$ cat src/rtl/trsc_pkg.sv
// ----------------------------------------------------------------------------
// trsc_pkg
// types, register indexes and rotor wiring tables for the three-rotor cipher
// ----------------------------------------------------------------------------
package trsc_pkg;

	localparam int unsigned LETTER_W = 5;
	localparam int unsigned CFG_IDX_W = 2;
	localparam logic [LETTER_W-1:0] LAST_LETTER = 5'd25;
	localparam logic [LETTER_W:0] NUM_LETTERS = 6'd26;

	localparam logic [CFG_IDX_W-1:0] REG_KEY_FAST = 2'd0;
	localparam logic [CFG_IDX_W-1:0] REG_KEY_SLOW = 2'd1;
	localparam logic [CFG_IDX_W-1:0] REG_DIRECTION = 2'd2;

	localparam logic DIR_ENCRYPT = 1'b0;

	typedef logic [LETTER_W-1:0] letter_t;

	// one letter in flight between the stepping stage and the mapping stage
	typedef struct packed {
		letter_t letter;
		logic    dir;
		letter_t fast_off;
		letter_t slow_off;
	} trsc_beat_t;

	// (a + b) mod 26 for a, b below 26
	function automatic letter_t add_mod26(input letter_t a, input letter_t b);
		logic [LETTER_W:0] s;
		s = {1'b0, a} + {1'b0, b};
		if (s >= NUM_LETTERS) begin
			s = s - NUM_LETTERS;
		end
		return s[LETTER_W-1:0];
	endfunction

	// (a - b) mod 26 for a, b below 26
	function automatic letter_t sub_mod26(input letter_t a, input letter_t b);
		logic [LETTER_W:0] s;
		s = {1'b0, a} + NUM_LETTERS - {1'b0, b};
		if (s >= NUM_LETTERS) begin
			s = s - NUM_LETTERS;
		end
		return s[LETTER_W-1:0];
	endfunction

	function automatic letter_t wiring_fast(input letter_t i);
		letter_t r;
		unique case (i)
			5'd0: r = 5'd12;   5'd1: r = 5'd22;   5'd2: r = 5'd25;   5'd3: r = 5'd11;
			5'd4: r = 5'd1;    5'd5: r = 5'd20;   5'd6: r = 5'd10;   5'd7: r = 5'd4;
			5'd8: r = 5'd19;   5'd9: r = 5'd18;   5'd10: r = 5'd2;   5'd11: r = 5'd14;
			5'd12: r = 5'd24;  5'd13: r = 5'd0;   5'd14: r = 5'd17;  5'd15: r = 5'd13;
			5'd16: r = 5'd7;   5'd17: r = 5'd3;   5'd18: r = 5'd21;  5'd19: r = 5'd15;
			5'd20: r = 5'd23;  5'd21: r = 5'd16;  5'd22: r = 5'd5;   5'd23: r = 5'd8;
			5'd24: r = 5'd9;   5'd25: r = 5'd6;
			default: r = '0;
		endcase
		return r;
	endfunction

	function automatic letter_t wiring_slow(input letter_t i);
		letter_t r;
		unique case (i)
			5'd0: r = 5'd16;   5'd1: r = 5'd22;   5'd2: r = 5'd4;    5'd3: r = 5'd17;
			5'd4: r = 5'd19;   5'd5: r = 5'd24;   5'd6: r = 5'd20;   5'd7: r = 5'd8;
			5'd8: r = 5'd14;   5'd9: r = 5'd15;   5'd10: r = 5'd0;   5'd11: r = 5'd18;
			5'd12: r = 5'd3;   5'd13: r = 5'd5;   5'd14: r = 5'd6;   5'd15: r = 5'd7;
			5'd16: r = 5'd9;   5'd17: r = 5'd10;  5'd18: r = 5'd11;  5'd19: r = 5'd25;
			5'd20: r = 5'd23;  5'd21: r = 5'd2;   5'd22: r = 5'd21;  5'd23: r = 5'd1;
			5'd24: r = 5'd13;  5'd25: r = 5'd12;
			default: r = '0;
		endcase
		return r;
	endfunction

	// position of a letter in the fast wiring, 0 for codes above 25
	function automatic letter_t pos_fast(input letter_t v);
		letter_t r;
		unique case (v)
			5'd0: r = 5'd13;   5'd1: r = 5'd4;    5'd2: r = 5'd10;   5'd3: r = 5'd17;
			5'd4: r = 5'd7;    5'd5: r = 5'd22;   5'd6: r = 5'd25;   5'd7: r = 5'd16;
			5'd8: r = 5'd23;   5'd9: r = 5'd24;   5'd10: r = 5'd6;   5'd11: r = 5'd3;
			5'd12: r = 5'd0;   5'd13: r = 5'd15;  5'd14: r = 5'd11;  5'd15: r = 5'd19;
			5'd16: r = 5'd21;  5'd17: r = 5'd14;  5'd18: r = 5'd9;   5'd19: r = 5'd8;
			5'd20: r = 5'd5;   5'd21: r = 5'd18;  5'd22: r = 5'd1;   5'd23: r = 5'd20;
			5'd24: r = 5'd12;  5'd25: r = 5'd2;
			default: r = '0;
		endcase
		return r;
	endfunction

	// position of a letter in the slow wiring, 0 for codes above 25
	function automatic letter_t pos_slow(input letter_t v);
		letter_t r;
		unique case (v)
			5'd0: r = 5'd10;   5'd1: r = 5'd23;   5'd2: r = 5'd21;   5'd3: r = 5'd12;
			5'd4: r = 5'd2;    5'd5: r = 5'd13;   5'd6: r = 5'd14;   5'd7: r = 5'd15;
			5'd8: r = 5'd7;    5'd9: r = 5'd16;   5'd10: r = 5'd17;  5'd11: r = 5'd18;
			5'd12: r = 5'd25;  5'd13: r = 5'd24;  5'd14: r = 5'd8;   5'd15: r = 5'd9;
			5'd16: r = 5'd0;   5'd17: r = 5'd3;   5'd18: r = 5'd11;  5'd19: r = 5'd4;
			5'd20: r = 5'd6;   5'd21: r = 5'd22;  5'd22: r = 5'd1;   5'd23: r = 5'd20;
			5'd24: r = 5'd5;   5'd25: r = 5'd19;
			default: r = '0;
		endcase
		return r;
	endfunction

endpackage

$ cat src/rtl/three_rotor_substitution_cipher.sv
// ----------------------------------------------------------------------------
// three_rotor_substitution_cipher
// letter stream cipher with a fast and a slow fixed-wiring rotor
//
//   channel  | signals                      | beat
//   ---------+------------------------------+----------------------------------
//   cfg      | cfg_valid/ready/index/data   | register write, ready always high
//   s_axis   | s_tvalid/tready/tdata/tuser  | one letter, tuser restarts message
//   m_axis   | m_tvalid/tready/tdata        | one transformed letter
//
// one letter per cycle unless a stall on m_axis holds the stages; a result passes
// through the stepping register and then the result register
// reset clears keys, direction, rotor offsets and turn counters
// a stall on m_axis holds both stages; s_tready drops only when both are full
// ----------------------------------------------------------------------------
module three_rotor_substitution_cipher (
	input  logic                           clk,
	input  logic                           arst_n,
	input  logic                           cfg_valid,
	output logic                           cfg_ready,
	input  logic [trsc_pkg::CFG_IDX_W-1:0] cfg_index,
	input  logic [trsc_pkg::LETTER_W-1:0]  cfg_data,
	input  logic                           s_tvalid,
	output logic                           s_tready,
	input  logic [7:0]                     s_tdata,   // letter_in [4:0], zero pad
	input  logic                           s_tuser,   // restart
	output logic                           m_tvalid,
	input  logic                           m_tready,
	output logic [7:0]                     m_tdata    // letter_out [4:0], zero pad
);
	import trsc_pkg::*;

	logic       beat_valid;
	logic       beat_ready;
	trsc_beat_t beat;
	letter_t    out_letter;

	assign cfg_ready = 1'b1;

	trsc_step u_step (
		.clk        (clk),
		.arst_n     (arst_n),
		.cfg_valid  (cfg_valid),
		.cfg_index  (cfg_index),
		.cfg_data   (cfg_data),
		.in_valid   (s_tvalid),
		.in_ready   (s_tready),
		.in_letter  (s_tdata[LETTER_W-1:0]),
		.in_restart (s_tuser),
		.beat_valid (beat_valid),
		.beat_ready (beat_ready),
		.beat       (beat)
	);

	trsc_map u_map (
		.clk        (clk),
		.arst_n     (arst_n),
		.beat_valid (beat_valid),
		.beat_ready (beat_ready),
		.beat       (beat),
		.out_valid  (m_tvalid),
		.out_ready  (m_tready),
		.out_letter (out_letter)
	);

	assign m_tdata = {3'b000, out_letter};

endmodule

$ cat src/rtl/trsc_step.sv
// ----------------------------------------------------------------------------
// trsc_step
// key registers, rotor offsets and turn counters; registers each accepted beat
// ----------------------------------------------------------------------------
module trsc_step (
	input  logic                             clk,
	input  logic                             arst_n,
	input  logic                             cfg_valid,
	input  logic [trsc_pkg::CFG_IDX_W-1:0]   cfg_index,
	input  logic [trsc_pkg::LETTER_W-1:0]    cfg_data,
	input  logic                             in_valid,
	output logic                             in_ready,
	input  trsc_pkg::letter_t                in_letter,
	input  logic                             in_restart,
	output logic                             beat_valid,
	input  logic                             beat_ready,
	output trsc_pkg::trsc_beat_t             beat
);
	import trsc_pkg::*;

	letter_t    key_fast_q;
	letter_t    key_slow_q;
	logic       dir_q;
	letter_t    fast_off_q;
	letter_t    slow_off_q;
	letter_t    fast_cnt_q;
	letter_t    mid_cnt_q;
	logic       valid_s1;
	trsc_beat_t beat_s1;

	letter_t fast_off_cur;
	letter_t slow_off_cur;
	letter_t fast_cnt_cur;
	letter_t mid_cnt_cur;
	logic    accept;

	assign in_ready = !valid_s1 || beat_ready;
	assign accept = in_valid && in_ready;

	// restart reloads offsets from keys and clears turn counters before this letter
	always_comb begin
		if (in_restart) begin
			fast_off_cur = pos_fast(key_fast_q);
			slow_off_cur = pos_slow(key_slow_q);
			fast_cnt_cur = '0;
			mid_cnt_cur = '0;
		end else begin
			fast_off_cur = fast_off_q;
			slow_off_cur = slow_off_q;
			fast_cnt_cur = fast_cnt_q;
			mid_cnt_cur = mid_cnt_q;
		end
	end

	always_ff @(posedge clk or negedge arst_n) begin
		if (!arst_n) begin
			key_fast_q <= '0;
			key_slow_q <= '0;
			dir_q <= DIR_ENCRYPT;
		end else if (cfg_valid) begin
			unique case (cfg_index)
				REG_KEY_FAST: key_fast_q <= cfg_data;
				REG_KEY_SLOW: key_slow_q <= cfg_data;
				REG_DIRECTION: dir_q <= cfg_data[0];
				default: ;
			endcase
		end
	end

	always_ff @(posedge clk or negedge arst_n) begin
		if (!arst_n) begin
			fast_off_q <= '0;
			slow_off_q <= '0;
			fast_cnt_q <= '0;
			mid_cnt_q <= '0;
		end else if (accept) begin
			fast_off_q <= add_mod26(fast_off_cur, 5'd1);
			if (fast_cnt_cur == LAST_LETTER) begin
				fast_cnt_q <= '0;
				if (mid_cnt_cur == LAST_LETTER) begin
					mid_cnt_q <= '0;
					slow_off_q <= add_mod26(slow_off_cur, 5'd1);
				end else begin
					mid_cnt_q <= mid_cnt_cur + 5'd1;
					slow_off_q <= slow_off_cur;
				end
			end else begin
				fast_cnt_q <= fast_cnt_cur + 5'd1;
				mid_cnt_q <= mid_cnt_cur;
				slow_off_q <= slow_off_cur;
			end
		end
	end

	always_ff @(posedge clk or negedge arst_n) begin
		if (!arst_n) begin
			valid_s1 <= 1'b0;
		end else if (in_ready) begin
			valid_s1 <= in_valid;
		end
	end

	always_ff @(posedge clk) begin
		if (accept) begin
			beat_s1.letter <= in_letter;
			beat_s1.dir <= dir_q;
			beat_s1.fast_off <= fast_off_cur;
			beat_s1.slow_off <= slow_off_cur;
		end
	end

	assign beat_valid = valid_s1;
	assign beat = beat_s1;

`ifndef SYNTHESIS
	a_counts_in_range: assert property (@(posedge clk) disable iff (!arst_n)
		fast_cnt_q <= LAST_LETTER && mid_cnt_q <= LAST_LETTER)
		else $error("turn counter out of range");

	a_offsets_in_range: assert property (@(posedge clk) disable iff (!arst_n)
		fast_off_q <= LAST_LETTER && slow_off_q <= LAST_LETTER)
		else $error("rotor offset out of range");

	a_fast_steps: assert property (@(posedge clk) disable iff (!arst_n)
		accept && !in_restart |=> fast_off_q == add_mod26($past(fast_off_q), 5'd1))
		else $error("fast rotor did not advance by one");

	a_slow_holds: assert property (@(posedge clk) disable iff (!arst_n)
		accept && !in_restart && fast_cnt_q != LAST_LETTER |=> $stable(slow_off_q))
		else $error("slow rotor moved off its turnover");

	a_stage_holds: assert property (@(posedge clk) disable iff (!arst_n)
		valid_s1 && !beat_ready |=> valid_s1 && $stable(beat_s1))
		else $error("stalled stage changed");
`endif

endmodule

$ cat src/rtl/trsc_map.sv
// ----------------------------------------------------------------------------
// trsc_map
// substitutes one letter through the offset rotors into the result register
// ----------------------------------------------------------------------------
module trsc_map (
	input  logic                          clk,
	input  logic                          arst_n,
	input  logic                          beat_valid,
	output logic                          beat_ready,
	input  trsc_pkg::trsc_beat_t          beat,
	output logic                          out_valid,
	input  logic                          out_ready,
	output trsc_pkg::letter_t             out_letter
);
	import trsc_pkg::*;

	logic    valid_s2;
	letter_t letter_s2;
	letter_t pos;
	letter_t mapped;

	always_comb begin
		if (beat.dir == DIR_ENCRYPT) begin
			pos = sub_mod26(pos_fast(beat.letter), beat.fast_off);
			mapped = wiring_slow(add_mod26(beat.slow_off, pos));
		end else begin
			pos = sub_mod26(pos_slow(beat.letter), beat.slow_off);
			mapped = wiring_fast(add_mod26(beat.fast_off, pos));
		end
		if (beat.letter > LAST_LETTER) begin
			mapped = '0;
		end
	end

	assign beat_ready = !valid_s2 || out_ready;

	always_ff @(posedge clk or negedge arst_n) begin
		if (!arst_n) begin
			valid_s2 <= 1'b0;
		end else if (beat_ready) begin
			valid_s2 <= beat_valid;
		end
	end

	always_ff @(posedge clk) begin
		if (beat_valid && beat_ready) begin
			letter_s2 <= mapped;
		end
	end

	assign out_valid = valid_s2;
	assign out_letter = letter_s2;

`ifndef SYNTHESIS
	a_result_in_range: assert property (@(posedge clk) disable iff (!arst_n)
		valid_s2 |-> letter_s2 <= LAST_LETTER)
		else $error("result letter out of range");

	a_bad_letter_zero: assert property (@(posedge clk) disable iff (!arst_n)
		beat_valid && beat_ready && beat.letter > LAST_LETTER |=> letter_s2 == '0)
		else $error("out of range letter not mapped to zero");

	a_result_holds: assert property (@(posedge clk) disable iff (!arst_n)
		valid_s2 && !out_ready |=> valid_s2 && $stable(letter_s2))
		else $error("stalled result changed");
`endif

endmodule

$ cat config.mk
export PLATFORM = sky130hd
export DESIGN_NAME = three_rotor_substitution_cipher
export DESIGN_NICKNAME = d
export VERILOG_FILES = /design/src/rtl/trsc_pkg.sv /design/src/rtl/three_rotor_substitution_cipher.sv /design/src/rtl/trsc_step.sv /design/src/rtl/trsc_map.sv
export SDC_FILE = /design/constraint.sdc
export NUM_CORES = 1
export LEC_CHECK = 0
export ABC_AREA = 0
export BUFFER_PORTS_ARGS = -buffer_cell sky130_fd_sc_hd__buf_2
export CAP_MARGIN = 20
export CORE_ASPECT_RATIO = 1.75
export CORE_MARGIN = 1.5
export CORE_UTILIZATION = 55
export CTS_CLUSTER_DIAMETER = 80
export CTS_CLUSTER_SIZE = 40
export DETAILED_ROUTE_END_ITERATION = 7
export HOLD_SLACK_MARGIN = 0.15
export PLACE_DENSITY = 0.82
export RECOVER_POWER = 100
export SLEW_MARGIN = 0
export SYNTH_ARGS = -nofsm -noshare
export SYNTH_HDL_FRONTEND = slang
export SYNTH_SLANG_ARGS = --single-unit
$ cat constraint.sdc
create_clock -name clk -period 13.4 [get_ports clk]
set_input_delay 2.68 -clock clk [delete_from_list [all_inputs] [get_ports clk]]
set_output_delay 2.68 -clock clk [all_outputs]
set_load 0.005 [all_outputs]
==> flow_summary.yaml <==
critical_path:
  worstSetupStartpoint: "m_tready"
  crit_path_max_fanout: 38
  cpMaxStageDelayCell: "clkbuf_1"
  r2r_start: "u_step.beat[1]"
  cp.required_ns: 13.61
  cp_slowest_stage_delay_ns: 1.13
  crit_chain: "buf_2 -> nand3b_1 -> nand2_1 -> clkbuf_1 -> inv_1 -> mux2i_1 -> inv_1 -> ha_1 -> nand2_1 -> o21ai_0 -> a221oi_1 -> nor2_1"
  worst-setup-path-type: "in -> reg"
  endpoint_kind: "register"
  cp.arrival_ns: 7.51
  start_kind: "primary input"
routing:
  routedWlPerCell_um: 15.46
  final_antenna_net_count: 0
  drt_iter0_markers: 410
  firstDrtPassIters: 6
  wl_um: 13280
  avgViaCountPerCell: 6.118
  vias: 5255
  drc: 0
synth:
  synth_top_area_share_pct: 13.78
  synth_cell_types: 91
  synth_area_per_cell_um2: 8.369
  synth_area_leaders: "dfrtp_1 14%, ha_1 14%, edfxtp_1 11%"
  yosysTopAreaCell: "dfrtp_1"
  yosys_warnings: 0
  syn_inst: 716
  synth_area_um2: 5992
  seq_area_frac_synth_pct: 27.65
  ys.flop_type: "dfrtp_1"
  synth_edf_count: 21
  ys_ff_latch: 64
  synthArstFlopShare_pct: 51.56
sta:
  layout_min_cycle_time_ns: 7.300
  slew_viol_final: 112
  setup_tns_ns: 0
  worst_slew_pin_slew_ns: 1.835
  skew_ns: 0.006044
  setup_viol: 0
  relSlewSlack_pct: -22.32
  fin_hold_ws_ns: 0.4713
  final.period_utilization_pct: 54.48
  rsz0062_at_grt: "false"
  max_freq_mhz: 137.0
  final-hold-violation-count: 0
floorplanning:
  ioPinCount: 32
  die_w_um: 81.90
  die-area_um2: 11550
  start_util_pct: 56.34
  rows: 50
  fp.coreArea_um2: 10640
  die_h_um: 141.1
worst_hold_path:
  min_path_type: "reg -> reg"
  hp-start: "u_step.fast_off_q[1]"
cts:
  cts_root_buf: "clkbuf_16"
  cts.clk_slew.worst_paths_ns: 0.05
  clock_latency_ns: 0.33
  cts_tree: "built"
  h-tree-depth: 3
  post_cts_buffers: 0
  numCtsBuffers: 9
  cts_sinks: 64
  cts_hold_buf: 0
  cts.path.max_buffers: 2
  post_cts_resized: 0
status:
  outcome: "finished, violations left"
  violations: "max-capacitance violations, max-slew violations"
cells_and_area:
  layout_commonest_cell: "nand2_1"
  area_growth_pct: 6.244
  nNetsFinal: 814
  drive_gt1_share_pct: 6.584
  antenna-diode-count: 0
  layout_common_cells: "67 x nand2_1, 65 x ha_1, 64 x inv_1"
global_route:
  gr-max-usage-layer: "met2"
  grt_max_degree: 39
  grt_pass1_vias: 5026
  grtUsageTotal_pct: 24.12
  use_met3_pct: 2.977
  use_met1_pct: 26.04
  antenna_found_initial: 0
  grtUsageMet2_pct: 45.64
  grt-ovfl-total: 0
  grt_pass1_wl_um: 22220
place:
  dp_hpwl_um: 10140
  portBuffers: 24
  place_congestion: 0.9111
run:
  cap_violations: 3
[stage by stage]
step	setup slack, ns	utilization, %	instance area, µm²	std cells
final	6.100	59.86	6366	859
after global routing	5.639	59.86	6366	859
after CTS	7.392	60.32	6415	859
after detailed placement	7.065	57.68	6135	843
after global placement	7.134	57.68	6135	843
after floorplan	7.652	-	6000	718
[routing by layer]
metal	vias up	part of all wire [%]	routed length [µm]
li1	2597	-	-
met1	2479	39	5157
met2	158	56	7405
met3	21	3.7	486
met4	0	1.8	234
met5	-	0	0
[cells in the mapped netlist, drive strengths merged (3+ instances only)]
cell / count
fa: 4
o2111ai: 6
nand2b: 11
a221oi: 5
mux2i: 12
or3: 3
nor3: 11
o32a: 3
and3b: 5
o211ai: 5
clkbuf: 12
and2: 7
edfxtp: 21
a21oi: 36
o21ai: 62
dfrtp: 33
mux2: 12
nor2: 59
o21bai: 3
xnor2: 18
xor2: 8
nor2b: 15
a211oi: 14
a31oi: 10
nand2: 67
nor4: 3
ha: 65
inv: 66
o41ai: 3
o22ai: 6
a21o: 8
nand3b: 6
o31ai: 11
buf: 19
dfxtp: 10
and3: 6
nand3: 25
[worst paths after layout]
path / to / cells after the start / slack (ns)
setup / recovery: register / 12 / 6.10
hold / removal: u_step.fast_off_q[1] / 2 / 0.47
setup reg to reg: u_map.out_letter[0] / 22 / 7.56
hold reg to reg: u_step.fast_off_q[1] / 2 / 0.47
max in group asynchronous: u_step.key_slow_q[3] / 1 / 9.49
min in group asynchronous: u_step.fast_off_q[3] / 1 / 2.85
[logic make-up (layout without fill, tap and decap cells)]
logic type | count (synthesis) | in the layout | share of synthesized area (%)
AO/OA/AOI/OAI | 203 | 203 | 22.82
XOR/XNOR | 26 | 26 | 3.926
adder cells (fa/ha/maj) | 69 | 69 | 14.91
buffers and inverters | 97 | 108 | 6.849
flip-flops | 64 | 64 | 27.65
multiplexers | 25 | 25 | 4.698
other | 2 | 4 | 0.1253
AND/OR/NAND/NOR | 230 | 230 | 19.02
[worst max-delay path: cells and delay by family]
family | cells | cell delay [ns]
buffers and inverters | 4 | 2.50
muxes | 1 | 0.84
AOI/OAI and AO/OA | 2 | 0.51
and+or+nand+nor | 4 | 0.49
adders and majority gates | 1 | 0.46
[cell type report]
type	instances	area, µm²
well taps	130	162.7
flip-flops and latches	64	1657
clock buffers	11	232.7
multi-input cells	557	3904
repair buffers	26	115.1
inverters	66	247.7
clock inverters	5	47.55
fillers	949	4269
Power is left out: the tool's default activity adds up to more than one toggle a clock period on the data nets, which glitch-free logic cannot reach.
